[src/cyclic_multi_alarm_timer_assert.svh]
// Assertion macros shared by the alarm timer RTL.
`ifndef CYCLIC_MULTI_ALARM_TIMER_ASSERT_SVH
`define CYCLIC_MULTI_ALARM_TIMER_ASSERT_SVH

`ifndef SYNTHESIS
`define CMAT_ASSERT(lbl, clk, rst_n, prop, msg) \
    lbl: assert property (@(posedge clk) disable iff (!rst_n) prop) else $error(msg);
`define CMAT_ASSERT_ALWAYS(lbl, clk, prop, msg) \
    lbl: assert property (@(posedge clk) prop) else $error(msg);
`else
`define CMAT_ASSERT(lbl, clk, rst_n, prop, msg)
`define CMAT_ASSERT_ALWAYS(lbl, clk, prop, msg)
`endif

`endif

[src/cmat_pkg.sv]
package cmat_pkg;

    localparam int unsigned TICK_W     = 32;
    localparam int unsigned FUNC_W     = 2;
    localparam int unsigned CNT_W      = 3;
    localparam int unsigned SLOT_W     = 2;
    localparam int unsigned NUM_SLOTS  = 4;
    localparam int unsigned MAX_ALARMS = 4;
    localparam int unsigned CFG_IDX_W  = 3;

    typedef logic [FUNC_W-1:0]    func_t;
    typedef logic [CFG_IDX_W-1:0] cfg_idx_t;

    // operation codes
    localparam func_t FUNC_CHECK   = 2'd0;
    localparam func_t FUNC_START   = 2'd1;
    localparam func_t FUNC_RESTART = 2'd2;

    // register indexes
    localparam cfg_idx_t CFG_ALARM_COUNT    = 3'd0;
    localparam cfg_idx_t CFG_INTERVAL_ZERO  = 3'd1;
    localparam cfg_idx_t CFG_INTERVAL_ONE   = 3'd2;
    localparam cfg_idx_t CFG_INTERVAL_TWO   = 3'd3;
    localparam cfg_idx_t CFG_INTERVAL_THREE = 3'd4;

    typedef struct packed {
        func_t              func;
        logic [TICK_W-1:0]  now_tick;
        logic [TICK_W-1:0]  start_offset;
    } req_t;

    typedef struct packed {
        logic               alarm_hit;
        logic [SLOT_W-1:0]  alarm_id;
        logic               at_start;
        logic               at_end;
    } rsp_t;

    typedef struct packed {
        cfg_idx_t           index;
        logic [TICK_W-1:0]  data;
    } cfg_t;

    // controller to datapath
    typedef struct packed {
        logic capture;
        logic div_start;
        logic div_sel_full;
        logic save_end;
        logic commit;
    } cmd_t;

    // datapath to controller
    typedef struct packed {
        logic check_div;
        logic div_busy;
        logic div_done;
        logic out_free;
    } stat_t;

endpackage

[src/cmat_stream_if.sv]
interface cmat_stream_if #(
    parameter type payload_t = logic
) ();
    logic     valid;
    logic     ready;
    payload_t payload;

    modport source (output valid, output payload, input ready);
    modport sink   (input valid, input payload, output ready);
endinterface

[src/cmat_div.sv]
`include "cyclic_multi_alarm_timer_assert.svh"

module cmat_div (
    input  logic                         clk,
    input  logic                         rst_n,
    input  logic                         start,
    input  logic [cmat_pkg::TICK_W-1:0]  dividend,
    input  logic [cmat_pkg::TICK_W-1:0]  divisor,
    output logic                         busy,
    output logic                         done,
    output logic [cmat_pkg::TICK_W-1:0]  remainder
);

    localparam int unsigned W     = cmat_pkg::TICK_W;
    localparam int unsigned STEP_W = $clog2(W + 1);

    logic [STEP_W-1:0] cnt_reg;
    logic              done_reg;
    logic [W-1:0]      dvd_reg;
    logic [W-1:0]      dvs_reg;
    logic [W-1:0]      rem_reg;
    logic [W:0]        trial;
    logic [W-1:0]      rem_next;

    // one restoring step: shift in the next dividend bit, subtract if it fits
    always_comb
    begin
        trial = {rem_reg, dvd_reg[W-1]};
        if (trial >= {1'b0, dvs_reg})
        begin
            rem_next = W'(trial - {1'b0, dvs_reg});
        end
        else
        begin
            rem_next = trial[W-1:0];
        end
    end

    always_ff @(posedge clk or negedge rst_n)
    begin
        if (!rst_n)
        begin
            cnt_reg  <= '0;
            done_reg <= 1'b0;
        end
        else if (start)
        begin
            cnt_reg  <= STEP_W'(W);
            done_reg <= 1'b0;
        end
        else if (cnt_reg != '0)
        begin
            cnt_reg  <= cnt_reg - 1'b1;
            done_reg <= (cnt_reg == STEP_W'(1));
        end
        else
        begin
            done_reg <= 1'b0;
        end
    end

    always_ff @(posedge clk)
    begin
        if (start)
        begin
            dvd_reg <= dividend;
            dvs_reg <= divisor;
            rem_reg <= '0;
        end
        else if (cnt_reg != '0)
        begin
            dvd_reg <= {dvd_reg[W-2:0], 1'b0};
            rem_reg <= rem_next;
        end
    end

    assign busy      = (cnt_reg != '0);
    assign done      = done_reg;
    assign remainder = rem_reg;

    `CMAT_ASSERT(a_div_done_after_last, clk, rst_n, (cnt_reg == STEP_W'(1) && !start) |=> done_reg, "divider missed done")
    `CMAT_ASSERT(a_div_done_pulse, clk, rst_n, done_reg |=> !done_reg, "divider done longer than one cycle")
    `CMAT_ASSERT(a_div_rem_range, clk, rst_n, (done_reg && dvs_reg != '0) |-> (rem_reg < dvs_reg), "remainder not below divisor")

endmodule

[src/cmat_datapath.sv]
module cmat_datapath (
    input  logic                 clk,
    input  logic                 rst_n,
    input  cmat_pkg::req_t       req_payload,
    input  logic                 cfg_valid,
    input  cmat_pkg::cfg_t       cfg_payload,
    input  logic                 rsp_ready,
    output logic                 rsp_valid,
    output cmat_pkg::rsp_t       rsp_payload,
    input  cmat_pkg::cmd_t       cmd,
    output cmat_pkg::stat_t      stat
);

    localparam int unsigned W      = cmat_pkg::TICK_W;
    localparam int unsigned CNT_W  = cmat_pkg::CNT_W;
    localparam int unsigned SLOT_W = cmat_pkg::SLOT_W;

    function automatic logic [CNT_W-1:0] wrap_index(
        input logic [CNT_W-1:0] a,
        input logic [CNT_W-1:0] c
    );
        logic [CNT_W-1:0] r;
        r = a;
        for (int i = 0; i < cmat_pkg::NUM_SLOTS; i++)
        begin
            if (r >= c)
            begin
                r = r - c;
            end
        end
        return r;
    endfunction

    // configuration
    logic [CNT_W-1:0]  count_reg;
    logic [W-1:0]      interval_reg [cmat_pkg::NUM_SLOTS];

    // architectural state
    logic [W-1:0]      start_time_reg;
    logic [SLOT_W-1:0] cur_reg;

    // captured request
    cmat_pkg::func_t   func_reg;
    logic [W-1:0]      now_reg;
    logic [W-1:0]      offset_reg;
    logic [W-1:0]      elapsed_reg;
    logic [W-1:0]      ival_reg;
    logic [CNT_W-1:0]  cnt_eff_reg;
    logic              at_start_reg;
    logic              end_zero_reg;

    // response register
    logic              rsp_valid_reg;
    cmat_pkg::rsp_t    rsp_reg;

    logic [CNT_W-1:0]  cnt_eff;
    logic [W-1:0]      div_rem;
    logic              div_busy;
    logic              div_done;
    logic [W-1:0]      divisor;
    logic [W-1:0]      start_time_next;
    logic [SLOT_W-1:0] cur_next;
    cmat_pkg::rsp_t    rsp_next;
    logic [SLOT_W-1:0] next_idx;
    logic              elapsed_zero;

    assign cnt_eff = (count_reg > CNT_W'(cmat_pkg::MAX_ALARMS))
                   ? CNT_W'(cmat_pkg::MAX_ALARMS) : count_reg;

    always_ff @(posedge clk or negedge rst_n)
    begin
        if (!rst_n)
        begin
            count_reg <= '0;
            for (int i = 0; i < cmat_pkg::NUM_SLOTS; i++)
            begin
                interval_reg[i] <= '0;
            end
        end
        else if (cfg_valid)
        begin
            if (cfg_payload.index == cmat_pkg::CFG_ALARM_COUNT)
            begin
                count_reg <= cfg_payload.data[CNT_W-1:0];
            end
            else if (cfg_payload.index >= cmat_pkg::CFG_INTERVAL_ZERO
                  && cfg_payload.index <= cmat_pkg::CFG_INTERVAL_THREE)
            begin
                interval_reg[SLOT_W'(cfg_payload.index - cmat_pkg::CFG_INTERVAL_ZERO)]
                    <= cfg_payload.data;
            end
        end
    end

    // capture the request with the flags taken from the old state
    always_ff @(posedge clk)
    begin
        if (cmd.capture)
        begin
            func_reg     <= req_payload.func;
            now_reg      <= req_payload.now_tick;
            offset_reg   <= req_payload.start_offset;
            elapsed_reg  <= req_payload.now_tick - start_time_reg;
            ival_reg     <= interval_reg[cur_reg];
            cnt_eff_reg  <= cnt_eff;
            at_start_reg <= (req_payload.now_tick == start_time_reg) && (cur_reg == '0);
        end
        if (cmd.save_end)
        begin
            end_zero_reg <= (div_rem == '0);
        end
    end

    assign divisor = cmd.div_sel_full ? ival_reg : ival_reg - 1'b1;

    cmat_div u_div (
        .clk       (clk),
        .rst_n     (rst_n),
        .start     (cmd.div_start),
        .dividend  (elapsed_reg),
        .divisor   (divisor),
        .busy      (div_busy),
        .done      (div_done),
        .remainder (div_rem)
    );

    assign elapsed_zero = (elapsed_reg == '0);
    assign next_idx     = SLOT_W'(wrap_index(CNT_W'(cur_reg) + 1'b1, cnt_eff_reg));

    always_comb
    begin
        start_time_next = start_time_reg;
        cur_next        = cur_reg;
        rsp_next        = '0;
        unique case (func_reg)
            cmat_pkg::FUNC_CHECK:
            begin
                rsp_next.at_start = at_start_reg;
                if (cnt_eff_reg != '0)
                begin
                    rsp_next.at_end = (ival_reg[W-1:1] == '0)
                                   || (!elapsed_zero && end_zero_reg);
                    if (!elapsed_reg[W-1])
                    begin
                        if (elapsed_zero)
                        begin
                            rsp_next.alarm_hit = 1'b1;
                        end
                        else if (ival_reg == '0 || div_rem == '0)
                        begin
                            start_time_next    = now_reg;
                            cur_next           = next_idx;
                            rsp_next.alarm_hit = 1'b1;
                            rsp_next.alarm_id  = next_idx;
                        end
                    end
                end
            end
            cmat_pkg::FUNC_START:
            begin
                start_time_next = now_reg + offset_reg;
            end
            cmat_pkg::FUNC_RESTART:
            begin
                start_time_next = now_reg + offset_reg;
                cur_next        = '0;
            end
            default:
            begin
                start_time_next = start_time_reg;
            end
        endcase
    end

    always_ff @(posedge clk or negedge rst_n)
    begin
        if (!rst_n)
        begin
            start_time_reg <= '0;
            cur_reg        <= '0;
            rsp_valid_reg  <= 1'b0;
        end
        else
        begin
            if (cmd.commit)
            begin
                start_time_reg <= start_time_next;
                cur_reg        <= cur_next;
                rsp_valid_reg  <= 1'b1;
            end
            else if (rsp_ready)
            begin
                rsp_valid_reg  <= 1'b0;
            end
        end
    end

    always_ff @(posedge clk)
    begin
        if (cmd.commit)
        begin
            rsp_reg <= rsp_next;
        end
    end

    assign rsp_valid   = rsp_valid_reg;
    assign rsp_payload = rsp_reg;

    assign stat.check_div = (func_reg == cmat_pkg::FUNC_CHECK) && (cnt_eff_reg != '0);
    assign stat.div_busy  = div_busy;
    assign stat.div_done  = div_done;
    assign stat.out_free  = !rsp_valid_reg || rsp_ready;

endmodule

[src/cmat_ctrl.sv]
`include "cyclic_multi_alarm_timer_assert.svh"

module cmat_ctrl (
    input  logic             clk,
    input  logic             rst_n,
    input  logic             req_valid,
    output logic             req_ready,
    input  cmat_pkg::stat_t  stat,
    output cmat_pkg::cmd_t   cmd
);

    typedef enum logic [2:0] {
        S_IDLE,
        S_DECIDE,
        S_DIV_A,
        S_START_B,
        S_DIV_B,
        S_COMMIT
    } state_t;

    state_t state_reg;
    state_t state_next;

    always_comb
    begin
        cmd        = '0;
        state_next = state_reg;
        unique case (state_reg)
            S_IDLE:
            begin
                if (req_valid)
                begin
                    cmd.capture = 1'b1;
                    state_next  = S_DECIDE;
                end
            end
            S_DECIDE:
            begin
                if (stat.check_div)
                begin
                    cmd.div_start = 1'b1;
                    state_next    = S_DIV_A;
                end
                else
                begin
                    state_next = S_COMMIT;
                end
            end
            S_DIV_A:
            begin
                if (stat.div_done)
                begin
                    cmd.save_end = 1'b1;
                    state_next   = S_START_B;
                end
            end
            S_START_B:
            begin
                cmd.div_start    = 1'b1;
                cmd.div_sel_full = 1'b1;
                state_next       = S_DIV_B;
            end
            S_DIV_B:
            begin
                if (stat.div_done)
                begin
                    state_next = S_COMMIT;
                end
            end
            S_COMMIT:
            begin
                if (stat.out_free)
                begin
                    cmd.commit = 1'b1;
                    state_next = S_IDLE;
                end
            end
            default:
            begin
                state_next = S_IDLE;
            end
        endcase
    end

    always_ff @(posedge clk or negedge rst_n)
    begin
        if (!rst_n)
        begin
            state_reg <= S_IDLE;
        end
        else
        begin
            state_reg <= state_next;
        end
    end

    assign req_ready = (state_reg == S_IDLE);

    `CMAT_ASSERT(a_ctrl_no_restart_busy, clk, rst_n, cmd.div_start |-> !stat.div_busy, "divider started while busy")
    `CMAT_ASSERT(a_ctrl_done_in_wait, clk, rst_n, stat.div_done |-> (state_reg == S_DIV_A || state_reg == S_DIV_B), "divider done outside a wait state")
    `CMAT_ASSERT(a_ctrl_one_at_a_time, clk, rst_n, (req_valid && req_ready) |=> !req_ready, "second request taken while one is in flight")

endmodule

[src/cyclic_multi_alarm_timer.sv]
// Cyclic multi-alarm timer.
// Channels: req (sink) carries func, now_tick and start_offset; rsp (source)
// returns alarm_hit, alarm_id, at_start and at_end, one response per request;
// cfg (sink) writes alarm_count (index 0) and the four slot intervals
// (indexes 1 to 4). cfg is always ready; other indexes are dropped.
// Sequence: a start, restart, unused code or a check with alarms disabled
// goes from capture through a decide step to the final update. A check with
// alarms enabled runs two 32-bit remainders in turn on one bit-serial
// divider (one quotient bit per cycle) before the final update; the next
// request is taken only after that update.
// One request is in flight at a time. The response register parts the two
// sides: a new request is taken while the previous response waits, and only
// the final update stalls until rsp is free.
// Reset (rst_n low, asynchronous) clears the start time, alarm index, all
// configuration registers and the response valid.
module cyclic_multi_alarm_timer (
    input  logic           clk,
    input  logic           rst_n,
    cmat_stream_if.sink    req,
    cmat_stream_if.source  rsp,
    cmat_stream_if.sink    cfg
);

    cmat_pkg::cmd_t  cmd;
    cmat_pkg::stat_t stat;

    // accept every configuration write at once
    assign cfg.ready = 1'b1;

    // sequence capture, the two remainders and the final update
    cmat_ctrl u_ctrl (
        .clk       (clk),
        .rst_n     (rst_n),
        .req_valid (req.valid),
        .req_ready (req.ready),
        .stat      (stat),
        .cmd       (cmd)
    );

    // hold configuration, timer state, divider and response register
    cmat_datapath u_datapath (
        .clk         (clk),
        .rst_n       (rst_n),
        .req_payload (req.payload),
        .cfg_valid   (cfg.valid),
        .cfg_payload (cfg.payload),
        .rsp_ready   (rsp.ready),
        .rsp_valid   (rsp.valid),
        .rsp_payload (rsp.payload),
        .cmd         (cmd),
        .stat        (stat)
    );

endmodule
[src/flat_wrapper.sv]
// flat-port wrapper written by rule: the top's interface ports become plain ports
module cyclic_multi_alarm_timer_flat 
  (clk, rst_n, req_valid, req_payload, req_ready, rsp_valid, rsp_payload, rsp_ready, cfg_valid, cfg_payload, cfg_ready);
  cmat_stream_if req_i ();
  cmat_stream_if rsp_i ();
  cmat_stream_if cfg_i ();
  input  logic clk;
  input  logic rst_n;
  input wire logic [$bits(req_i.valid)-1:0] req_valid;
  input wire logic [$bits(req_i.payload)-1:0] req_payload;
  output wire logic [$bits(req_i.ready)-1:0] req_ready;
  output wire logic [$bits(rsp_i.valid)-1:0] rsp_valid;
  output wire logic [$bits(rsp_i.payload)-1:0] rsp_payload;
  input wire logic [$bits(rsp_i.ready)-1:0] rsp_ready;
  input wire logic [$bits(cfg_i.valid)-1:0] cfg_valid;
  input wire logic [$bits(cfg_i.payload)-1:0] cfg_payload;
  output wire logic [$bits(cfg_i.ready)-1:0] cfg_ready;
  assign req_i.valid = req_valid;
  assign req_i.payload = req_payload;
  assign req_ready = req_i.ready;
  assign rsp_valid = rsp_i.valid;
  assign rsp_payload = rsp_i.payload;
  assign rsp_i.ready = rsp_ready;
  assign cfg_i.valid = cfg_valid;
  assign cfg_i.payload = cfg_payload;
  assign cfg_ready = cfg_i.ready;
  cyclic_multi_alarm_timer u_core (.clk(clk), .rst_n(rst_n), .req(req_i), .rsp(rsp_i), .cfg(cfg_i));
endmodule
[config.mk]
export PLATFORM = sky130hd
export DESIGN_NAME = cyclic_multi_alarm_timer_flat
export DESIGN_NICKNAME = d
export VERILOG_FILES = /design/src/cmat_pkg.sv /design/src/cmat_stream_if.sv /design/src/cmat_div.sv /design/src/cmat_datapath.sv /design/src/cmat_ctrl.sv /design/src/cyclic_multi_alarm_timer.sv /design/src/flat_wrapper.sv
export VERILOG_INCLUDE_DIRS = /design/src /design/src/src
export SDC_FILE = /design/constraint.sdc
export NUM_CORES = 1
export LEC_CHECK = 0
export BUFFER_PORTS_ARGS = -buffer_cell sky130_fd_sc_hd__buf_2
export CAP_MARGIN = 5
export CORE_MARGIN = 1
export CORE_UTILIZATION = 40
export DETAILED_ROUTE_END_ITERATION = 8
export PLACE_DENSITY = 0.58
export SYNTH_ARGS = -nofsm -noshare
export SYNTH_HDL_FRONTEND = slang
export SYNTH_SLANG_ARGS = --single-unit
[constraint.sdc]
create_clock -name clk -period 1.5 [get_ports clk]
set_input_delay 0.075 -clock clk [delete_from_list [all_inputs] [get_ports clk]]
set_output_delay 0.075 -clock clk [all_outputs]
set_load 0.02 [all_outputs]
=== Yosys cells after proc, flatten, opt, wreduce, memory -nomap -nowiden ===
Index checks and enable logic that the tools add are counted.

* Flip-flop bits (word level): 210
* Latch bits: 0
* RAM bits: 0
* ROM bits: 0
* Output and inout bits: 4
* Word-level logic and storage cells: 101
* Memories kept: 0

* Add/sub/neg operators: 9
* Multipliers: 0
* Divide/modulo/power cells: 0
* Magnitude comparators: 7
* Equality and inequality tests: 10
* Shift-type cells: 0
* Multiplexer cells: 40
* Bitwise logic cells: 3
* Reductions and logical operators: 17

{| class="wikitable"
|+ Operators by type and width
! kind !! number
|-
| two-way mux 32 bit || 10
|-
| zero test 32 bit || 3
|-
| binary-select mux 32 bit (select 2 bit) || 1
|-
| >= comparator 33 x 32 -> 1 bit || 1
|-
| subtractor 1 x 32 -> 32 bit, first input constant || 1
|-
| subtractor 32 x 1 -> 32 bit, second input constant || 1
|-
| subtractor 32 bit || 1
|-
| zero test 31 bit || 1
|-
| two-way mux 3 bit || 8
|-
| one-hot mux 3 bit (6 select lines) || 1
|-
| >= comparator 3 bit || 4
|-
| two-way mux 1 bit || 12
|-
| two-way mux 6 bit || 2
|-
| two-way mux 2 bit || 5
|-
| subtractor 3 bit || 3
|-
| == test 3 x 2 -> 1 bit, second input constant || 2
|-
| == test 3 bit, second input constant || 2
|-
| == test 6 x 1 -> 1 bit, second input constant || 1
|-
| inequality test 2 bit, second input constant || 3
|-
| nonzero test 6 bit || 1
|-
| subtractor 6 x 1 -> 6 bit, second input constant || 1
|-
| AND reduction 5 bit || 1
|-
| AND reduction 4 bit || 1
|-
| nonzero test 2 bit || 2
|-
| 14 further kinds || 18
|}

=== Depth between registers and ports, before layout ===
* Depth after elaboration: 13
* Depth in mapped cells: 6
* Depth with buffers taken out: 5

=== Modules after synthesis ===
A second synthesis with hierarchy kept.

* Cell total of the unflattened synthesis: 1,871
* Area total of the unflattened synthesis: 22,059.9 µm²

{| class="wikitable"
|+ Modules (own cells, without submodules)
! module !! instances !! cells an instance !! area each (µm²) !! sequential area each (µm²)
|-
| cmat_datapath || 1 || 1,288 || 15,986.6 || 8,358.0
|-
| cmat_div || 1 || 554 || 5,835.6 || 2,737.6
|-
| cmat_ctrl || 1 || 26 || 222.7 || 75.1
|-
| cyclic_multi_alarm_timer || 1 || 3 || 15.0 || 0.0
|}

=== Worst setup path before layout ===
No wires, ideal clock.

* Path type: register -> register
* Start point: reg u_core.u_ctrl.state_reg[1]
* End point: reg u_core.u_datapath.cnt_eff_reg[0] (enable)
* Setup time: 0.294 ns
* Data arrival time: 1.301 ns
* Data required time: 1.206 ns
* Path slack: -0.094 ns
* Stages on the path, launching flop included: 4
* Clock period less this slack: 1.594 ns
* Cell sequence: dfrtp_1 > clkbuf_1 > nor3_1 > and2_1

{| class="wikitable"
|+ RTL lines
! what !! line !! source
|-
| from (decl) || cmat_ctrl.sv:21 || <nowiki>state_t state_reg;</nowiki>
|-
| from (signal assigned) || cmat_ctrl.sv:93 || <nowiki>state_reg <= state_next;</nowiki>
|-
| to (signal assigned) || cmat_datapath.sv:105 || <nowiki>cnt_eff_reg <= cnt_eff;</nowiki>
|-
| to (decl) || cmat_datapath.sv:48 || <nowiki>logic [CNT_W-1:0] cnt_eff_reg;</nowiki>
|}

=== Final worst setup path ===
* Start point: reg u_core.u_datapath.u_div.cnt_reg[0]
* End point: reg u_core.u_datapath.u_div.cnt_reg[5]

* Longest elaborated chain between the ends: 3
* Elaborated cells on any way between the ends: 5
* Classes of those cells: add/sub: 1; mux: 2; reduce/logical: 2

{| class="wikitable"
|+ Ends and longest elaborated chain
! what !! line !! source
|-
| from (decl) || cmat_div.sv:17 || <nowiki>logic [STEP_W-1:0] cnt_reg;</nowiki>
|-
| from (signal assigned) || cmat_div.sv:48 || <nowiki>cnt_reg <= STEP_W'(W);</nowiki>
|-
| from (signal assigned) || cmat_div.sv:53 || <nowiki>cnt_reg <= cnt_reg - 1'b1;</nowiki>
|-
| subtractor 6 x 1 -> 6 bit || cmat_div.sv:53 ||
|-
| two-way mux 6 bit || cmat_div.sv:51 || <nowiki>else if (cnt_reg != '0)</nowiki>
|-
| two-way mux 6 bit || cmat_div.sv:46 || <nowiki>else if (start)</nowiki>
|}

Parallel ways exist; a longest one is shown, timed or not. The select of a mux whose other input is x is not followed.
A chain may end at the register's enable or synchronous reset.

==> out/metrics.cfg <==
[grt]
antenna_found_initial=0
use_met1=0.215
grt_pass1_wl_um=2140
grt_max_degree=13
gr-total-overflow=0
gr-usage-met2=0.183
grt_pass1_vias=461
grt.met3_usage=0.0627
grtUsageTotal=0.146
busiest_layer=met1

[cts]
cts_made_buffers=3
root_buffer=clkbuf_4
postCtsSetupRepairBufs=0
clk_pin_slew_ns=0.09
cts_tree=yes
hold_buffers=1
cts_sinks=14
clock_latency_ns=0.28
cts_max_level=1
post_cts_resized=0
clockBufferDepth=2

[timing]
fin_crit_ns=1.40
max_freq_mhz=714
hold_viol=0
setup_tns_ns=0
timing.final.crit_share=0.933
whs_ns=0.0235
grt_setup_unrepaired=false
setup_violations=0
finalClockSkew_ns=0.00277
drv_slew=0

[synth]
synth-edff-count=2
synth-simple-area-share=0.243
synth.distinct_cells=36
synth.avg_cell_area_um2=10.1
synth-main-ff-cell=dfrtp_1
synth-xor-area-share=0
synth_top_family_by_area=simple AND/OR/NAND/NOR gates
muxShareOfSynthArea=0.0397
synth_compound_area_frac=0.157
syn_inst=78
ys_warn_count=0
async_reset_ff_frac=0.857
synth.yosys.seq_area_share=0.457
syn-num-nets=88
synth_fa_ha_area_frac=0.0476
synth_area_um2=788
ys_seq_elements=14

[drt]
detail_route.drc_violations=0
vias=568
routedWlPerCell_um=11.9
first_iter_violations=6
firstDrtPassIters=4
vias_per_cell=5.03
ant_nets=0
drt_wl_total_um=1340

[placement]
post-place-cells=108
globalplace.congestion=0.708
portBuffers=8

[pwr]
finalPower_mw=0.633
power.switching_mw=0.134
pwr-share-seq=0.614
peakVddDrop_mv=0.645
power_frac_comb=0.032
p_clk_frac=0.354
p_int_mw=0.499
leakagePower_nw=0.462
power.density_nw_per_um2=711
swShare=0.211

[critical_path]
r2r_slack_ns=0.10
crit_end=u_core.u_datapath.u_div.cnt_reg[5]
crit_path_end_kind=flip-flop
crit_path_start_kind=flip-flop
r2r-start=u_core.u_datapath.u_div.cnt_reg[0]
cp.depth=5
worst_path_max_delay_cell=dfrtp_1
worstPathArrival_ns=1.57
cpLargestDelayFamily=flip-flops
path_max_fanout=6
ff2ff_path_depth=5
criticalPathCategory=reg -> reg
crit_start=u_core.u_datapath.u_div.cnt_reg[0]
cp_cell_sequence=inv_1 > ha_1 > nor2_1 > and3_1 > a211o_1
r2r-end=u_core.u_datapath.u_div.cnt_reg[5]
required_ns=1.67
critPathMaxStageDelay_ns=0.44
worst-path-buf-inv=1

[layout]
area_growth_pct=13.0
num_antenna_cells=0
multiInputGateArea_um2=393
final-seq-area_um2=360
most-common-layout-cells=dfrtp_1 (12), buf_2 (8), nor2_1 (6)
layout-drive-gt1-share=0.227
nets=99
largest_reg_flops=6
final_cells=113
fillers=168
final_common_cell=dfrtp_1

[run_status]
outcome=complete, no violations

[worst_hold_path]
hp-class=in -> reg
worst_hold_path.num_cells=2

[die]
ioPinCount=11
die-area_um2=2150
die_w_um=46.4
dieHeight_um=46.4
rows=15
core_um2=1780
start_util=0.442

[job]
max_cap_violations=0

==> cells in the mapped netlist (all sizes together), types with 2 or more instances <==
master | n | area (um2)
mux2i | 2 | 20.0
buf | 2 | 12.5
and3 | 2 | 12.5
clkbuf | 3 | 12.5
dfrtp | 12 | 300
ha | 3 | 37.5
nand2b | 3 | 18.8
o21ai | 2 | 10.0
nor2 | 6 | 22.5
a211o | 3 | 27.5
inv | 4 | 15.0
nor3 | 4 | 20.0
nor2b | 3 | 18.8
edfxtp | 2 | 60.1
nand2 | 5 | 18.8
a21oi | 5 | 28.8
a21o | 2 | 15.0
==> cells by family (layout without fill, tap and decap cells) <==
logic type      Yosys count  count (layout)
other cells               1               1
compound gates           17              17
mux                       3               3
flops                    14              14
simple gates             31              31
fa+ha+maj                 3               3
buf+inv                   9              19
==> worst min-delay path by stage <==
stage	start	slack [ns]	to
2_1_floorplan	rst_n	-0.22	u_core.u_ctrl.state_reg[0]
3_3_place_gp	rst_n	-0.02	u_core.u_datapath.u_div.cnt_reg[4]
3_5_place_dp	rst_n	-0.02	u_core.u_datapath.u_div.cnt_reg[4]
4_1_cts	cfg_payload	0.02	u_core.u_datapath.count_reg[0]
5_1_grt	cfg_payload	0.02	u_core.u_datapath.count_reg[0]
6_report	cfg_payload	0.02	u_core.u_datapath.count_reg[0]
==> power by group through the flow <==
stage / logic, mW / clock network [mW] / registers [mW]
global placement: 0.0186 / 0 / 0.396
detailed placement: 0.0193 / 0 / 0.396
finish: 0.0203 / 0.224 / 0.389
floorplan: 0.00746 / 0 / 0.396
CTS: 0.0212 / 0.237 / 0.389
global route: 0.0239 / 0.257 / 0.389
==> cell type report <==
| class | instances | share of cell area |
|---|---|---|
| Tap cell | 25 | 0.0351 |
| Inverter | 4 | 0.0169 |
| Multi-Input combinational cell | 55 | 0.441 |
| Sequential cell | 14 | 0.404 |
| Clock buffer | 4 | 0.0295 |
| Timing Repair Buffer | 11 | 0.0730 |
==> through the flow <==
| stage | setup WS [ns] | instance area (um2) | util |
|---|---|---|---|
| floorplan | 0.0483 | 793 | - |
| global placement | 0.133 | 855 | 0.479 |
| detailed placement | 0.111 | 855 | 0.479 |
| CTS | 0.0951 | 891 | 0.500 |
| global route | 0.0254 | 891 | 0.500 |
| finish | 0.100 | 891 | 0.500 |
==> metal layers <==
metal / wire, um / vias to the layer above / part of all wire
met4: 10 / 0 / 0.0074
met2: 517 / 11 / 0.38
li1: - / 292 / -
met1: 750 / 263 / 0.56
met3: 65 / 2 / 0.048
met5: 0 / - / 0
Note: power is estimated with default switching activity, not from simulation.
